**src/fpr_pkg.sv**
```systemverilog
`timescale 1ns / 1ps
`default_nettype none

package fpr_pkg;

    localparam int PAGE_BYTES  = 256;
    localparam int FRAME_BYTES = 262;
    localparam int HDR_BYTES   = 2;
    localparam int CRC_BYTES   = 4;

    localparam logic [11:0] PAGE_BASE_RESET = 12'd512;
    localparam logic [31:0] CRC_POLY        = 32'hEDB88320;

    localparam logic [7:0] CH_B = 8'h42;
    localparam logic [7:0] CH_L = 8'h4C;
    localparam logic [7:0] CH_O = 8'h4F;
    localparam logic [7:0] CH_K = 8'h4B;
    localparam logic [7:0] CH_W = 8'h57;
    localparam logic [7:0] CH_R = 8'h52;

    typedef enum logic [2:0] {
        PH_IDLE   = 3'd0,
        PH_SECOND = 3'd1,
        PH_DROP   = 3'd2,
        PH_FRAME  = 3'd3,
        PH_FIN    = 3'd4
    } t_phase;

    typedef enum logic [2:0] {
        RC_LD = 3'd0,
        RC_DC = 3'd1,
        RC_BC = 3'd2,
        RC_OK = 3'd3,
        RC_ER = 3'd4
    } t_reply;

    typedef enum logic {
        KIND_PAGE  = 1'b0,
        KIND_REPLY = 1'b1
    } t_kind;

    // reflected crc-32, one byte
    function automatic logic [31:0] crc_byte(input logic [31:0] crc, input logic [7:0] b);
        logic [31:0] c;
        c = crc ^ {24'd0, b};
        for (int i = 0; i < 8; i++) begin
            c = (c >> 1) ^ (CRC_POLY & {32{c[0]}});
        end
        return c;
    endfunction

    // crc after the two header bytes
    localparam logic [31:0] CRC_AFTER_HDR = crc_byte(crc_byte(32'hFFFFFFFF, CH_W), CH_R);

endpackage

`default_nettype wire

```
**src/firmware_page_receiver.sv**
```systemverilog
// firmware page receiver
// input stream: one received byte per request, tdata = data_byte, tuser = chunk_start,
// tlast = chunk_end. while no frame is open the first two bytes of a chunk are a command
// (BL, OK, WR); a WR frame carries the header, one page and a little-endian crc-32.
// output stream: tuser = result kind (0 page byte, 1 reply). page bytes go out with
// their offset and page number as they arrive; replies carry LD, DC, BC, OK or ER.
// page_base is written over apb at any address with bit 2 clear; the user must write it
// only while the block is idle; the block does not enforce this. a byte accepted into the
// input register is processed from there and its result is registered on the output
// register. one byte per cycle while not stalled; the crc byte update is the longest path.
// bytes with no result leave the input register without touching the output.
// when the output is stalled the input register holds and tready drops once it is full;
// a result stays on the output until taken.
// after reset: no frame open, page count zero, page_base 512, not finished. once the
// done command is seen all further bytes are consumed silently until the next reset.
`timescale 1ns / 1ps
`default_nettype none

module firmware_page_receiver (
    input  wire logic        i_clk,
    input  wire logic        i_rst_n,
    // input stream
    input  wire logic        i_s_tvalid,
    output logic             o_s_tready,
    input  wire logic [7:0]  i_s_tdata,   // [7:0] data_byte
    input  wire logic        i_s_tuser,   // [0] chunk_start
    input  wire logic        i_s_tlast,   // chunk_end
    // output stream
    output logic             o_m_tvalid,
    input  wire logic        i_m_tready,
    output logic [31:0]      o_m_tdata,   // [7:0] page_byte, [15:8] byte_offset,
                                          // [27:16] page_number, [30:28] reply_code,
                                          // [31] finished
    output logic             o_m_tuser,   // [0] result_kind
    // configuration
    input  wire logic        i_psel,
    input  wire logic        i_penable,
    input  wire logic        i_pwrite,
    input  wire logic [2:0]  i_paddr,
    input  wire logic [31:0] i_pwdata,
    output logic [31:0]      o_prdata,
    output logic             o_pready
);

    localparam logic [8:0] POS_CRC  = 9'(fpr_pkg::FRAME_BYTES - fpr_pkg::CRC_BYTES);
    localparam logic [8:0] POS_LAST = 9'(fpr_pkg::FRAME_BYTES - 1);
    localparam logic [8:0] POS_HDR  = 9'(fpr_pkg::HDR_BYTES);
    localparam logic [8:0] POS_PEND = 9'(fpr_pkg::HDR_BYTES + fpr_pkg::PAGE_BYTES);

    // input register
    logic        r_in_valid;
    logic [7:0]  r_in_byte;
    logic        r_in_start;
    logic        r_in_end;
    logic        w_advance;

    // block state
    fpr_pkg::t_phase r_phase, n_phase;
    logic [7:0]  r_held, n_held;
    logic [8:0]  r_pos, n_pos;
    logic [31:0] r_crc, n_crc;
    logic [31:0] r_rcv, n_rcv;
    logic [11:0] r_pages, n_pages;
    logic [11:0] r_page_base;

    // output register
    logic        r_out_valid;
    logic        r_out_kind;
    logic [7:0]  r_out_byte, n_out_byte;
    logic [7:0]  r_out_off, n_out_off;
    logic [11:0] r_out_page, n_out_page;
    logic [2:0]  r_out_code, n_out_code;
    logic        r_out_fin, n_out_fin;
    logic        n_emit;
    fpr_pkg::t_kind n_out_kind;

    logic [11:0] w_cur_page;
    logic [31:0] w_rcv_full;

    assign w_advance  = r_in_valid && (!r_out_valid || i_m_tready);
    assign o_s_tready = !r_in_valid || w_advance;
    assign w_cur_page = r_page_base + r_pages;
    assign w_rcv_full = {r_in_byte, r_rcv[31:8]};

    // configuration port
    assign o_pready = 1'b1;
    assign o_prdata = {20'd0, r_page_base};

    always_ff @(posedge i_clk) begin
        if (!i_rst_n) begin
            r_page_base <= fpr_pkg::PAGE_BASE_RESET;
        end else if (i_psel && i_penable && i_pwrite && (i_paddr[2] == 1'b0)) begin
            r_page_base <= i_pwdata[11:0];
        end
    end

    always_ff @(posedge i_clk) begin
        if (!i_rst_n) begin
            r_in_valid <= 1'b0;
        end else if (o_s_tready) begin
            r_in_valid <= i_s_tvalid;
        end
    end

    always_ff @(posedge i_clk) begin
        if (o_s_tready && i_s_tvalid) begin
            r_in_byte  <= i_s_tdata;
            r_in_start <= i_s_tuser;
            r_in_end   <= i_s_tlast;
        end
    end

    always_comb begin
        n_phase    = r_phase;
        n_held     = r_held;
        n_pos      = r_pos;
        n_crc      = r_crc;
        n_rcv      = r_rcv;
        n_pages    = r_pages;
        n_emit     = 1'b0;
        n_out_kind = fpr_pkg::KIND_REPLY;
        n_out_byte = 8'd0;
        n_out_off  = 8'd0;
        n_out_page = w_cur_page;
        n_out_code = fpr_pkg::RC_LD;
        n_out_fin  = 1'b0;

        // any byte while idle, or a chunk start in the second or drop phase, is a command's first byte
        if ((r_phase == fpr_pkg::PH_IDLE)
            || (((r_phase == fpr_pkg::PH_SECOND) || (r_phase == fpr_pkg::PH_DROP))
                && r_in_start)) begin
            n_held = r_in_byte;
            if (r_in_end) begin
                n_phase    = fpr_pkg::PH_IDLE;
                n_emit     = 1'b1;
                n_out_code = fpr_pkg::RC_BC;
            end else begin
                n_phase = fpr_pkg::PH_SECOND;
            end
        end else begin
            unique case (r_phase)
                fpr_pkg::PH_SECOND: begin
                    if (r_held == fpr_pkg::CH_B && r_in_byte == fpr_pkg::CH_L) begin
                        n_phase    = r_in_end ? fpr_pkg::PH_IDLE : fpr_pkg::PH_DROP;
                        n_emit     = 1'b1;
                        n_out_code = fpr_pkg::RC_LD;
                    end else if (r_held == fpr_pkg::CH_O && r_in_byte == fpr_pkg::CH_K) begin
                        n_phase    = fpr_pkg::PH_FIN;
                        n_emit     = 1'b1;
                        n_out_code = fpr_pkg::RC_DC;
                        n_out_fin  = 1'b1;
                    end else if (r_held == fpr_pkg::CH_W && r_in_byte == fpr_pkg::CH_R) begin
                        n_crc   = fpr_pkg::CRC_AFTER_HDR;
                        n_rcv   = 32'd0;
                        n_pos   = POS_HDR;
                        n_phase = fpr_pkg::PH_FRAME;
                    end else begin
                        n_phase    = r_in_end ? fpr_pkg::PH_IDLE : fpr_pkg::PH_DROP;
                        n_emit     = 1'b1;
                        n_out_code = fpr_pkg::RC_BC;
                    end
                end
                fpr_pkg::PH_DROP: begin
                    if (r_in_end) begin
                        n_phase = fpr_pkg::PH_IDLE;
                    end
                end
                fpr_pkg::PH_FRAME: begin
                    if (r_pos < POS_CRC) begin
                        n_crc = fpr_pkg::crc_byte(r_crc, r_in_byte);
                        n_pos = r_pos + 9'd1;
                        if (r_pos >= POS_HDR && r_pos < POS_PEND) begin
                            n_emit     = 1'b1;
                            n_out_kind = fpr_pkg::KIND_PAGE;
                            n_out_byte = r_in_byte;
                            n_out_off  = 8'(r_pos - POS_HDR);
                        end
                    end else if (r_pos < POS_LAST) begin
                        // crc arrives least significant byte first
                        n_rcv = w_rcv_full;
                        n_pos = r_pos + 9'd1;
                    end else begin
                        n_emit = 1'b1;
                        if (~r_crc == w_rcv_full) begin
                            n_out_code = fpr_pkg::RC_OK;
                            n_pages    = r_pages + 12'd1;
                        end else begin
                            n_out_code = fpr_pkg::RC_ER;
                        end
                        n_pos   = 9'd0;
                        n_crc   = 32'hFFFFFFFF;
                        n_rcv   = 32'd0;
                        n_phase = r_in_end ? fpr_pkg::PH_IDLE : fpr_pkg::PH_DROP;
                    end
                end
                default: begin
                    // finished: bytes are consumed and ignored
                end
            endcase
        end
    end

    always_ff @(posedge i_clk) begin
        if (!i_rst_n) begin
            r_phase <= fpr_pkg::PH_IDLE;
            r_held  <= 8'd0;
            r_pos   <= 9'd0;
            r_crc   <= 32'hFFFFFFFF;
            r_rcv   <= 32'd0;
            r_pages <= 12'd0;
        end else if (w_advance) begin
            r_phase <= n_phase;
            r_held  <= n_held;
            r_pos   <= n_pos;
            r_crc   <= n_crc;
            r_rcv   <= n_rcv;
            r_pages <= n_pages;
        end
    end

    always_ff @(posedge i_clk) begin
        if (!i_rst_n) begin
            r_out_valid <= 1'b0;
        end else if (w_advance && n_emit) begin
            r_out_valid <= 1'b1;
        end else if (i_m_tready) begin
            r_out_valid <= 1'b0;
        end
    end

    always_ff @(posedge i_clk) begin
        if (w_advance && n_emit) begin
            r_out_kind <= n_out_kind;
            r_out_byte <= n_out_byte;
            r_out_off  <= n_out_off;
            r_out_page <= n_out_page;
            r_out_code <= n_out_code;
            r_out_fin  <= n_out_fin;
        end
    end

    assign o_m_tvalid = r_out_valid;
    assign o_m_tuser  = r_out_kind;
    assign o_m_tdata  = {r_out_fin, r_out_code, r_out_page, r_out_off, r_out_byte};

    a_fin_sticky: assert property (@(posedge i_clk) disable iff (!i_rst_n)
        r_phase == fpr_pkg::PH_FIN |=> r_phase == fpr_pkg::PH_FIN)
        else $error("finished state left without reset");

    a_frame_pos: assert property (@(posedge i_clk) disable iff (!i_rst_n)
        r_phase == fpr_pkg::PH_FRAME |-> (r_pos >= POS_HDR && r_pos <= POS_LAST))
        else $error("frame position out of range");

    a_fin_is_dc: assert property (@(posedge i_clk) disable iff (!i_rst_n)
        o_m_tvalid && r_out_fin |-> (r_out_kind && r_out_code == fpr_pkg::RC_DC))
        else $error("finished flag on a result other than the done reply");

    a_no_out_after_fin: assert property (@(posedge i_clk) disable iff (!i_rst_n)
        r_phase == fpr_pkg::PH_FIN && w_advance |-> !n_emit)
        else $error("result produced after finished");

endmodule

`default_nettype wire

```
**config.mk**
```make
export PLATFORM = sky130hd
export DESIGN_NAME = firmware_page_receiver
export DESIGN_NICKNAME = d
export VERILOG_FILES = /design/src/fpr_pkg.sv /design/src/firmware_page_receiver.sv
export SDC_FILE = /design/constraint.sdc
export NUM_CORES = 1
export LEC_CHECK = 0
export BUFFER_PORTS_ARGS = -buffer_cell sky130_fd_sc_hd__buf_2
export CAP_MARGIN = 0
export CORE_MARGIN = 1
export CORE_UTILIZATION = 31
export DETAILED_ROUTE_END_ITERATION = 16
export SLEW_MARGIN = 0
export SYNTH_ARGS = -nofsm -noshare
export SYNTH_HDL_FRONTEND = slang
export SYNTH_SLANG_ARGS = --single-unit
export TNS_END_PERCENT = 30
```
**constraint.sdc**
```tcl
create_clock -name i_clk -period 10 [get_ports i_clk]
set_clock_uncertainty 0.05 [all_clocks]
set_input_delay 1.5 -clock i_clk [delete_from_list [all_inputs] [get_ports i_clk]]
set_output_delay 1.5 -clock i_clk [all_outputs]
set_load 0.02 [all_outputs]
```
==> results of run 1 <==
## worst paths after layout
check         startpoint            end  cells after the start
max             r_pos[1]  r_out_code[1]                     10
min          r_pages[11]    r_pages[11]                      2
max reg2reg     r_pos[1]  r_out_code[1]                     10
min reg2reg  r_pages[11]    r_pages[11]                      2
## metal layers
metal  global-route usage  share of wire  wire length (um)  vias up
met5                    0              0                 0        -
met4              0.05332          0.019               328        0
met3              0.03412          0.052               892       24
met2               0.2213           0.45              7638      149
met1               0.1833           0.48              8176     2616
li1                     -              -                 -     2822
## critical path, stage by stage, from the launching register on
cell and delay (ps):
dfxtp_1 370, inv_1 110, ha_1 230, nor3b_1 480
nand2_1 210, nand2_1 150, nand2_2 280, nor2_2 450
inv_2 190, a311oi_4 780, buf_4 410
## per-stage QoR
stage | util | cells | area, sq um | hold slack [ps]
after floorplan | - | 793 | 7745 | 405.2
after global placement | 0.3381 | 1138 | 8223 | 417.3
after detailed placement | 0.3381 | 1138 | 8223 | 430.2
after CTS | 0.3620 | 1170 | 8805 | 438.9
after global routing | 0.3620 | 1170 | 8805 | 454.0
final | 0.3620 | 1170 | 8805 | 435.0
## power by group through the flow
stage	registers (uW)	logic, uW	clock network (uW)
floorplan	638	94.6	0
global placement	637	119	0
CTS	624	119	637
detailed placement	637	118	0
finish	625	118	622
global route	626	128	663
## registers in the layout, summed over array words and instances, names as in the netlist, 3 cells and up
| signal | cells |
|---|---|
| r_in_byte | 8 |
| r_pages | 12 |
| r_pos | 9 |
| r_out_byte | 8 |
| r_page_base | 12 |
| r_phase | 3 |
| r_out_page | 12 |
| r_rcv | 24 |
| r_held | 8 |
| r_out_code | 3 |
| r_crc | 32 |
| r_out_off | 8 |
## layout make-up
class	count	share of cell area
repair buffers	82	0.04832
clock buffers	24	0.05727
flip-flops and latches	145	0.3786
well taps	324	0.04604
clock inverters	8	0.008811
multi-input cells	574	0.4555
inverters	13	0.005542
## placed cells by master, fill, tap and decap left out, types with 13 or more instances in the layout
master	instances
dfxtp_1	102
xnor2_1	84
buf_2	76
nand2_1	67
nor2_1	52
edfxtp_1	43
xor2_1	31
a22o_1	24
o21ai_0	21
conb_1	21
o211ai_1	20
clkbuf_16	19
nand3_1	18
ha_1	17
nor2b_1	16
nor3_1	15
nor4_1	14
a21boi_0	13
mux2i_1	13
## cell families (layout without fill, tap and decap cells)
kind of cell | count (synthesis) | in the layout | share of synthesized area
xor gates and xnor gates | 125 | 125 | 0.1556
and+or+nand+nor | 264 | 264 | 0.1846
muxes | 13 | 13 | 0.01696
AOI/OAI and AO/OA | 132 | 132 | 0.1221
DFF | 145 | 145 | 0.4344
buffers and inverters | 74 | 127 | 0.05381
other | 2 | 21 | 0.0009787
adders and majority gates | 19 | 19 | 0.03163
==> out/results.tsv, run 1 <==
stage	metric	value	unit
logic_synthesis	Cell variety after synth	74	
logic_synthesis	EDFF count, synth	43	
placement	Port Buffers	76	
power	NetSw	323.8	uW
final_layout	Reg area	0.003333	sq mm
clock_network	CTS tree	yes	
worst_setup_path	Worst EP arrival	4120	ps
logic_synthesis	FF+latch count, synth	145	
timing	fin crit period	4074	ps
drt	drt via density	4.796	
placement	post-place setup slack	5833	ps
final_layout	ratio of cells with drive above 1 in the final layout	0.1702	
final_layout	Filler Cell Count	2442	
final_layout	Layout area overhead	14.74	%
power	clock network power share	0.456	
placement	RD Place Congestion	0.8825	
logic_synthesis	most common cell in the netlist	dfxtp_1	
timing	RSZ-0062 raised after global routing	no	
worst_setup_path	critical path launch point type	flip-flop	
die	Rows	57	
power	static leakage	0.003413	uW
grt	largest net degree at the start of global routing	85	
die	die height	159.3	um
logic_synthesis	FFs w/ async S/R, synth	0	
die	initial core utilization	0.3155	
logic_synthesis	Post-synth top cells	dfxtp_1 (102), xnor2_1 (84), nand2_1 (67), nor2_1 (52), edfxtp_1 (43)	
logic_synthesis	Synth area leaders	dfxtp_1 (27%), edfxtp_1 (17%), xnor2_1 (9.6%)	
timing	Final setup viols	0	
grt	initial antenna violation count	0	
logic_synthesis	ys flop type	dfxtp_1	
die	Die X-Extent	159.3	um
power	Comb pwr share	0.087	
clock_network	hold buffer count at cts	0	
worst_setup_path	endpoint class of the critical path	flip-flop	
logic_synthesis	Yosys warning count	0	
drt	Antenna Violating Nets Remaining	0	
final_layout	n_diodes	0	
logic_synthesis	Syn Std Cell Area	0.007674	sq mm
flow_run	max-cap viol count	0	
power	Design Power	1365	uW
grt	vias in the first global route	5342	
timing	setup TNS	0	ps
drt	Routed wire per std cell	14.56	um
clock_network	Clk pin slew, worst setup/hold paths	60	ps
timing	fin worst setup slack	5926	ps
die	I/O pin cnt	120	
drt	via count	5611	
timing	max-slew violations	0	
timing	period utilisation layout	0.4074	
logic_synthesis	gate count of the mapped netlist	774	
die	die area	0.02539	sq mm
clock_network	clk sinks	145	
clock_network	CTS H-tree depth	4	
clock_network	worst skew pair latency	430	ps
grt	global-route wire length before repair	27990	um
clock_network	clk buf depth	2	
worst_setup_path	kind of critical path	flip-flop to flip-flop	
logic_synthesis	area leader, netlist	dfxtp_1	
drt	DRT iter0 DRCs	369	
worst_hold_path	Hold Crit Class	flip-flop to flip-flop	
placement	DP Wirelength	12200	um
clock_network	postcts setup bufs	0	
timing	worst-margin pin slew	968.2	ps
power	Cell Pwr Density	155.0	mW/mm^2
power	sequential share of power	0.458	
clock_network	Num CTS Buffers	17	
power	worst vdd ir	80.94	uV
worst_setup_path	reg2reg setup slack	5930	ps
power	Internal	1041	uW
timing	final hold vios	0	
timing	Worst slew margin	0.3545	
drt	WL final	17040	um
clock_network	# resized after CTS	0	
clock_network	CTS Root Cell	clkbuf_16	
grt	GRT Util Overall	0.1397	
drt	drc violations	0	
worst_setup_path	Critical Path Fanout Max	20	
final_layout	Multi-input gate area	0.004010	sq mm
grt	Remaining Overflow, GRT	0	
worst_setup_path	critical path required time	10050	ps
outcome	status	finished clean	
timing	fmax	245.5	MHz
logic_synthesis	syn avg cell area	9.914	sq um
logic_synthesis	Yosys top cell area share	0.2661	
logic_synthesis	register area share after synthesis	0.4344	
power	sw frac	0.2372	
final_layout	Nets	903	
drt	drt pass-1 iters	4	
die	Core Area	0.02432	sq mm
(Power assumes the default switching activity.)
==> inputs of run 2 (changes only) <==
- clock period: 10 -> 3.7 ns (I/O delays scaled with it)
==> run 2 against run 1 <==
  * Critical path depth is 4 lower
  * Worst setup slack worse by 5200 ps
  * Wire length is 3.7% higher
  * Hold slack worse by 180 ps
  * Clock power grew to 2.8 times the previous value
  * Cell count is 0.60% higher
  * Largest cell class unchanged
  * Highest routed layer unchanged
==> out/results.tsv, run 2 (synthesis gave the netlist of run 1 again) <==
stage	metric	value	unit
die	initial core utilization	0.3155	
timing	Worst slew margin	0.4878	
grt	largest net degree at the start of global routing	50	
final_layout	Nets	910	
worst_setup_path	Worst EP arrival	3290	ps
worst_setup_path	reg-to-reg critical path endpoint	r_pages[11]	
die	Core Area	0.02432	sq mm
timing	fmax	335.0	MHz
timing	worst-margin pin slew	762.9	ps
timing	max-slew violations	0	
worst_setup_path	CP Cell Sequence	xnor2_1 -> nor4_1 -> nand4_1 -> nand4bb_1 -> nor4_1 -> mux2i_1	
grt	global-route wire length before repair	28800	um
final_layout	Top reg by flops	r_crc	
die	I/O pin cnt	120	
drt	Routed wire per std cell	15.00	um
grt	Remaining Overflow, GRT	0	
worst_setup_path	reg2reg setup slack	720	ps
drt	WL final	17660	um
placement	DP Wirelength	12420	um
drt	Antenna Violating Nets Remaining	0	
timing	RSZ-0062 raised after global routing	no	
timing	period utilisation layout	0.8067	
final_layout	n_diodes	0	
clock_network	worst skew pair latency	420	ps
drt	drc violations	0	
worst_setup_path	Crit path top cell by count	nor4_1	
worst_setup_path	critical path launch point type	flip-flop	
timing	Final setup viols	0	
worst_hold_path	hold path endpoint	r_in_byte[6]	
final_layout	most frequent cells in the layout	dfxtp_1 (102), xnor2_1 (84), buf_2 (76), nand2_1 (67), nor2_1 (52)	
outcome	status	finished clean	
clock_network	# resized after CTS	0	
placement	Port Buffers	76	
final_layout	Reg area	0.003333	sq mm
clock_network	clk sinks	145	
timing	fin worst setup slack	715.3	ps
final_layout	ratio of cells with drive above 1 in the final layout	0.1794	
placement	Post-DP Area	0.008275	sq mm
die	Die X-Extent	159.3	um
flow_run	max-cap viol count	0	
drt	drt pass-1 iters	5	
final_layout	max reg flops	32	
timing	setup TNS	0	ps
final_layout	Layout Utilization	0.3648	
power	Cell Pwr Density	424.9	mW/mm^2
grt	initial antenna violation count	0	
placement	RD Place Congestion	0.8462	
placement	post-place setup slack	773.4	ps
drt	DRT iter0 DRCs	382	
grt	GRT Util Overall	0.1426	
clock_network	Clk pin slew, worst setup/hold paths	60	ps
clock_network	CTS H-tree depth	4	
worst_setup_path	CP max stage delay	590	ps
drt	via count	5690	
die	die height	159.3	um
clock_network	postcts setup bufs	0	
worst_setup_path	kind of critical path	flip-flop to flip-flop	
clock_network	clk buf depth	2	
worst_hold_path	Hold Crit Class	input pin to flip-flop	
die	die area	0.02539	sq mm
final_layout	largest registers	r_crc: 32 flops, r_rcv: 24 flops	
worst_setup_path	Worst path slowest cell	nand4bb_1	
final_layout	final instance area	0.008871	sq mm
final_layout	Filler Cell Count	2447	
worst_setup_path	Crit path buffers/inverters	0	
worst_hold_path	HP Start	i_s_tdata[6]	
worst_setup_path	endpoint class of the critical path	flip-flop	
die	Rows	57	
final_layout	Layout area overhead	15.60	%
worst_setup_path	launching point of the worst reg2reg path	r_in_byte[2]	
power	worst vdd ir	326.3	uV
drt	drt via density	4.834	
clock_network	CTS Root Cell	clkbuf_16	
final_layout	Multi-input gate area	0.004010	sq mm
worst_setup_path	critical path required time	4000	ps
timing	final hold vios	0	
timing	fin crit period	2985	ps
power	Design Power	3770	uW
final_layout	commonest non-fill, non-tap cell in the layout	dfxtp_1	
clock_network	CTS tree	yes	
worst_setup_path	Critical Path Fanout Max	13	
clock_network	Num CTS Buffers	17	
clock_network	hold buffer count at cts	0	
worst_setup_path	Reg2Reg Depth	6	
worst_hold_path	hold path cells	1	
worst_setup_path	CP delay by family, top	simple AND/OR/NAND/NOR gates	
grt	vias in the first global route	5331	
power	static leakage	0.003451	uW
==> run 2: per-layer routing <==
layer / vias to the layer above / share of wire / GRT usage
li1: 2834 / - / -
met1: 2684 / 0.47 / 0.1913
met2: 148 / 0.46 / 0.2259
met3: 24 / 0.047 / 0.02579
met4: 0 / 0.019 / 0.05857
met5: - / 0 / 0
==> run 2: report_power, final <==
group	total, uW	switching (uW)	internal, uW
registers	1690	26.0	1660
logic	323	192	132
clock network	1760	697	1060
total	3770	914	2860
==> run 2: layout make-up <==
| type | instances | area share |
|---|---|---|
| inverter | 13 | 0.005501 |
| timing repair buffer | 89 | 0.05388 |
| clock buffer | 19 | 0.04880 |
| tap | 324 | 0.04570 |
| clock inverter | 13 | 0.01834 |
| multi-input combinational | 574 | 0.4520 |
| sequential | 145 | 0.3757 |
==> run 2: worst max path at each step <==
stage                 start           to  slack, ps  cells past startpoint
6_report       r_in_byte[2]  r_pages[11]        720                      6
5_1_grt        r_in_byte[2]  r_pages[10]        370                      6
4_1_cts        r_in_byte[2]  r_pages[11]        730                      6
3_5_place_dp   r_in_byte[2]  r_pages[11]        770                      6
3_3_place_gp   r_in_byte[2]  r_pages[11]        790                      6
2_1_floorplan      r_pos[1]    o_m_tuser        430                      9
==> run 2: per-stage QoR <==
| stage | hold WS (ps) | instances |
|---|---|---|
| 2_1_floorplan | 405.2 | 793 |
| 3_3_place_gp | 430.3 | 1145 |
| 3_5_place_dp | 435.4 | 1145 |
| 4_1_cts | 240.3 | 1177 |
| 5_1_grt | 231.3 | 1177 |
| 6_report | 254.2 | 1177 |
==> inputs of run 3 (changes only) <==
- ABC_AREA: unset -> 1
- clock period: 3.7 -> 3 ns (I/O delays scaled with it)
==> run 3 against run 2 <==
  * First-iteration DRC count up 69%
  * Via count up 41%
  * Non-clock buffer count up 11
  * Sequential share of layout area down 4.3 points
  * Utilization up 0.31 points
  * Sequential power up 24%
  * Final area up 13%
  * Register-to-register slack worse by 210 ps
  * Critical path depth up 6
  * Synthesized cell count up 60%
  * Clock power up 18%
  * Count of clock-buffer cells in the layout down 2
  * Critical endpoint is now r_out_page[3]
==> out/results.tsv, run 3 <==
stage	metric	value	unit
logic_synthesis	Syn Std Cell Area	0.008703	sq mm
final_layout	Layout area overhead	15.18	%
power	Comb pwr share	0.094	
worst_hold_path	hold path endpoint	r_in_byte[6]	
grt	global-route wire length before repair	37970	um
final_layout	final instance area	0.01002	sq mm
clock_network	postcts setup bufs	0	
worst_setup_path	launching point of the worst reg2reg path	r_pos[1]	
drt	via count	8040	
clock_network	CTS tree	yes	
drt	met3 WL	1497	um
clock_network	hold buffer count at cts	0	
placement	Port Buffers	76	
die	Rows	60	
logic_synthesis	Post-synth top cells	nand2_1 (404), nor2_1 (125), inv_1 (104), dfxtp_1 (102), a21oi_1 (89)	
worst_setup_path	kind of critical path	flip-flop to flip-flop	
power	clock network power share	0.452	
placement	RD Place Congestion	0.8870	
logic_synthesis	gate count of the mapped netlist	1237	
grt	initial antenna violation count	0	
worst_setup_path	reg-to-reg critical path endpoint	r_out_page[3]	
placement	DP Wirelength	17360	um
flow_run	max-cap viol count	0	
grt	GRT Util Overall	0.1685	
die	initial core utilization	0.3194	
grt	largest net degree at the start of global routing	35	
worst_setup_path	Critical Path Fanout Max	33	
clock_network	CTS H-tree depth	4	
clock_network	Num CTS Buffers	17	
logic_synthesis	ys flop type	dfxtp_1	
drt	Antenna Violating Nets Remaining	0	
timing	RSZ-0062 raised after global routing	no	
clock_network	Clk pin slew, worst setup/hold paths	70	ps
final_layout	commonest non-fill, non-tap cell in the layout	nand2_1	
logic_synthesis	register area share after synthesis	0.3830	
drt	uppermost layer routed	met4	
logic_synthesis	area leader, netlist	dfxtp_1	
grt	vias in the first global route	7278	
drt	drt pass-1 iters	5	
worst_setup_path	Worst EP arrival	2570	ps
power	worst vdd ir	403.1	uV
timing	fin crit period	2491	ps
die	I/O pin cnt	120	
drt	DRT iter0 DRCs	644	
clock_network	worst skew pair latency	430	ps
clock_network	clk buf depth	2	
logic_synthesis	FFs w/ async S/R, synth	0	
die	die height	169.6	um
logic_synthesis	Synth area leaders	dfxtp_1 (23%), nand2_1 (17%), edfxtp_1 (15%)	
drt	WL final	23790	um
final_layout	n_diodes	0	
timing	Worst Hold Slack	138.3	ps
logic_synthesis	EDFF count, synth	43	
timing	worst-margin pin slew	946.7	ps
final_layout	Nets	1385	
logic_synthesis	Yosys top cell area share	0.2346	
drt	drc violations	0	
clock_network	CTS Root Cell	clkbuf_16	
logic_synthesis	syn avg cell area	7.036	sq um
logic_synthesis	most common cell in the netlist	nand2_1	
clock_network	# resized after CTS	0	
worst_hold_path	HP Start	i_s_tdata[6]	
drt	drt via density	4.729	
logic_synthesis	Yosys warning count	0	
drt	Routed wire per std cell	14.00	um
placement	Post-DP Area	0.009457	sq mm
final_layout	max reg flops	32	
logic_synthesis	Cell variety after synth	45	
timing	final hold vios	0	
timing	period utilisation layout	0.8305	
timing	fmax	401.4	MHz
power	Internal	3284	uW
worst_setup_path	endpoint class of the critical path	flip-flop	
power	NetSw	1304	uW
power	sequential share of power	0.454	
power	Cell Pwr Density	457.7	mW/mm^2
timing	max-slew violations	0	
worst_hold_path	hold path cells	1	
power	Design Power	4588	uW
final_layout	ratio of cells with drive above 1 in the final layout	0.1386	
final_layout	Layout Utilization	0.3679	
clock_network	clk sinks	145	
die	Core Area	0.02725	sq mm
worst_hold_path	Hold Crit Class	input pin to flip-flop	
worst_setup_path	reg2reg setup slack	510	ps
worst_setup_path	critical path launch point type	flip-flop	
outcome	status	finished clean	
timing	Final setup viols	0	
die	die area	0.02875	sq mm
final_layout	Top reg by flops	r_crc	
power	static leakage	0.004489	uW
grt	Remaining Overflow, GRT	0	
final_layout	most frequent cells in the layout	nand2_1 (404), nor2_1 (125), inv_1 (103), dfxtp_1 (102), a21oi_1 (89)	
die	Die X-Extent	169.6	um
worst_setup_path	Reg2Reg Depth	12	
logic_synthesis	FF+latch count, synth	145	
worst_setup_path	critical path required time	3080	ps
final_layout	largest registers	r_crc: 32 flops, r_rcv: 24 flops	
drt	WL met1	11120	um
power	sw frac	0.2842	
timing	setup TNS	0	ps
timing	Worst slew margin	0.3665	
drt	WL met2	10770	um
-- run 3: cell types whose count changed after synthesis, sizes merged, moves of 13 or more --
cell    change
nand2     +342
a21boi     -13
inv       +108
nand3      +38
mux2i      -13
a22o       -24
nor2b      -16
xnor2      -65
o211ai     -15
nor2       +80
o21ai      +15
a21oi      +89
-- run 3: power groups by stage --
stage	sequential, uW	clock [uW]	combinational [uW]
2_1_floorplan	2150	0	295
3_3_place_gp	2130	0	424
3_5_place_dp	2130	0	427
4_1_cts	2080	2110	429
5_1_grt	2090	2190	478
6_report	2090	2070	431
-- run 3: cell families (layout without fill, tap and decap cells) --
kind of cell | Yosys count | count (layout) | share of synthesized area
flops | 145 | 145 | 0.3830
other cells | 2 | 21 | 0.0008629
xor+xnor | 68 | 68 | 0.07015
buf+inv | 181 | 253 | 0.09488
fa+ha+maj | 18 | 18 | 0.02674
compound gates | 159 | 159 | 0.09963
simple gates | 664 | 664 | 0.3248
-- run 3: worst max-delay path, stage by stage, from the launching register on --
cell	delay, ps
dfxtp_1	420
inv_1	120
ha_1	260
nand2_1	140
nor2_4	70
nor2_8	160
nand2_4	130
nor2_1	220
inv_1	90
nand2_1	80
o21bai_1	100
inv_1	110
buf_12	220
-- run 3: worst max-delay path by stage --
stage,from,end,cells past startpoint
4_1_cts,r_pos[1],r_out_page[3],12
3_5_place_dp,r_pos[1],r_out_page[11],12
6_report,r_pos[1],r_out_page[3],12
5_1_grt,r_pos[1],r_out_off[5],12
2_1_floorplan,r_pos[1],o_m_tuser,12
3_3_place_gp,r_pos[1],r_out_page[11],12
-- run 3: layout make-up --
type                       count  area [sq um]
fill                        2917         17230
clock buffer                  17         425.4
clock inverter                15         142.6
sequential                   145          3333
timing repair buffer         100         585.6
multi-input combinational    930          4616
tap                          372         465.4
inverter                     121         456.7
-- run 3: through the flow --
stage / instances / setup slack (ps)
2_1_floorplan: 1256 / 299.7
3_3_place_gp: 1668 / 531.2
3_5_place_dp: 1668 / 481.7
4_1_cts: 1700 / 478.4
5_1_grt: 1700 / 306.9
6_report: 1700 / 508.6
-- run 3: metal layers --
layer | track usage | up-vias
li1 | - | 4084
met1 | 0.2227 | 3653
met2 | 0.2718 | 264
met3 | 0.03731 | 39
met4 | 0.05405 | 0
met5 | 0 | -
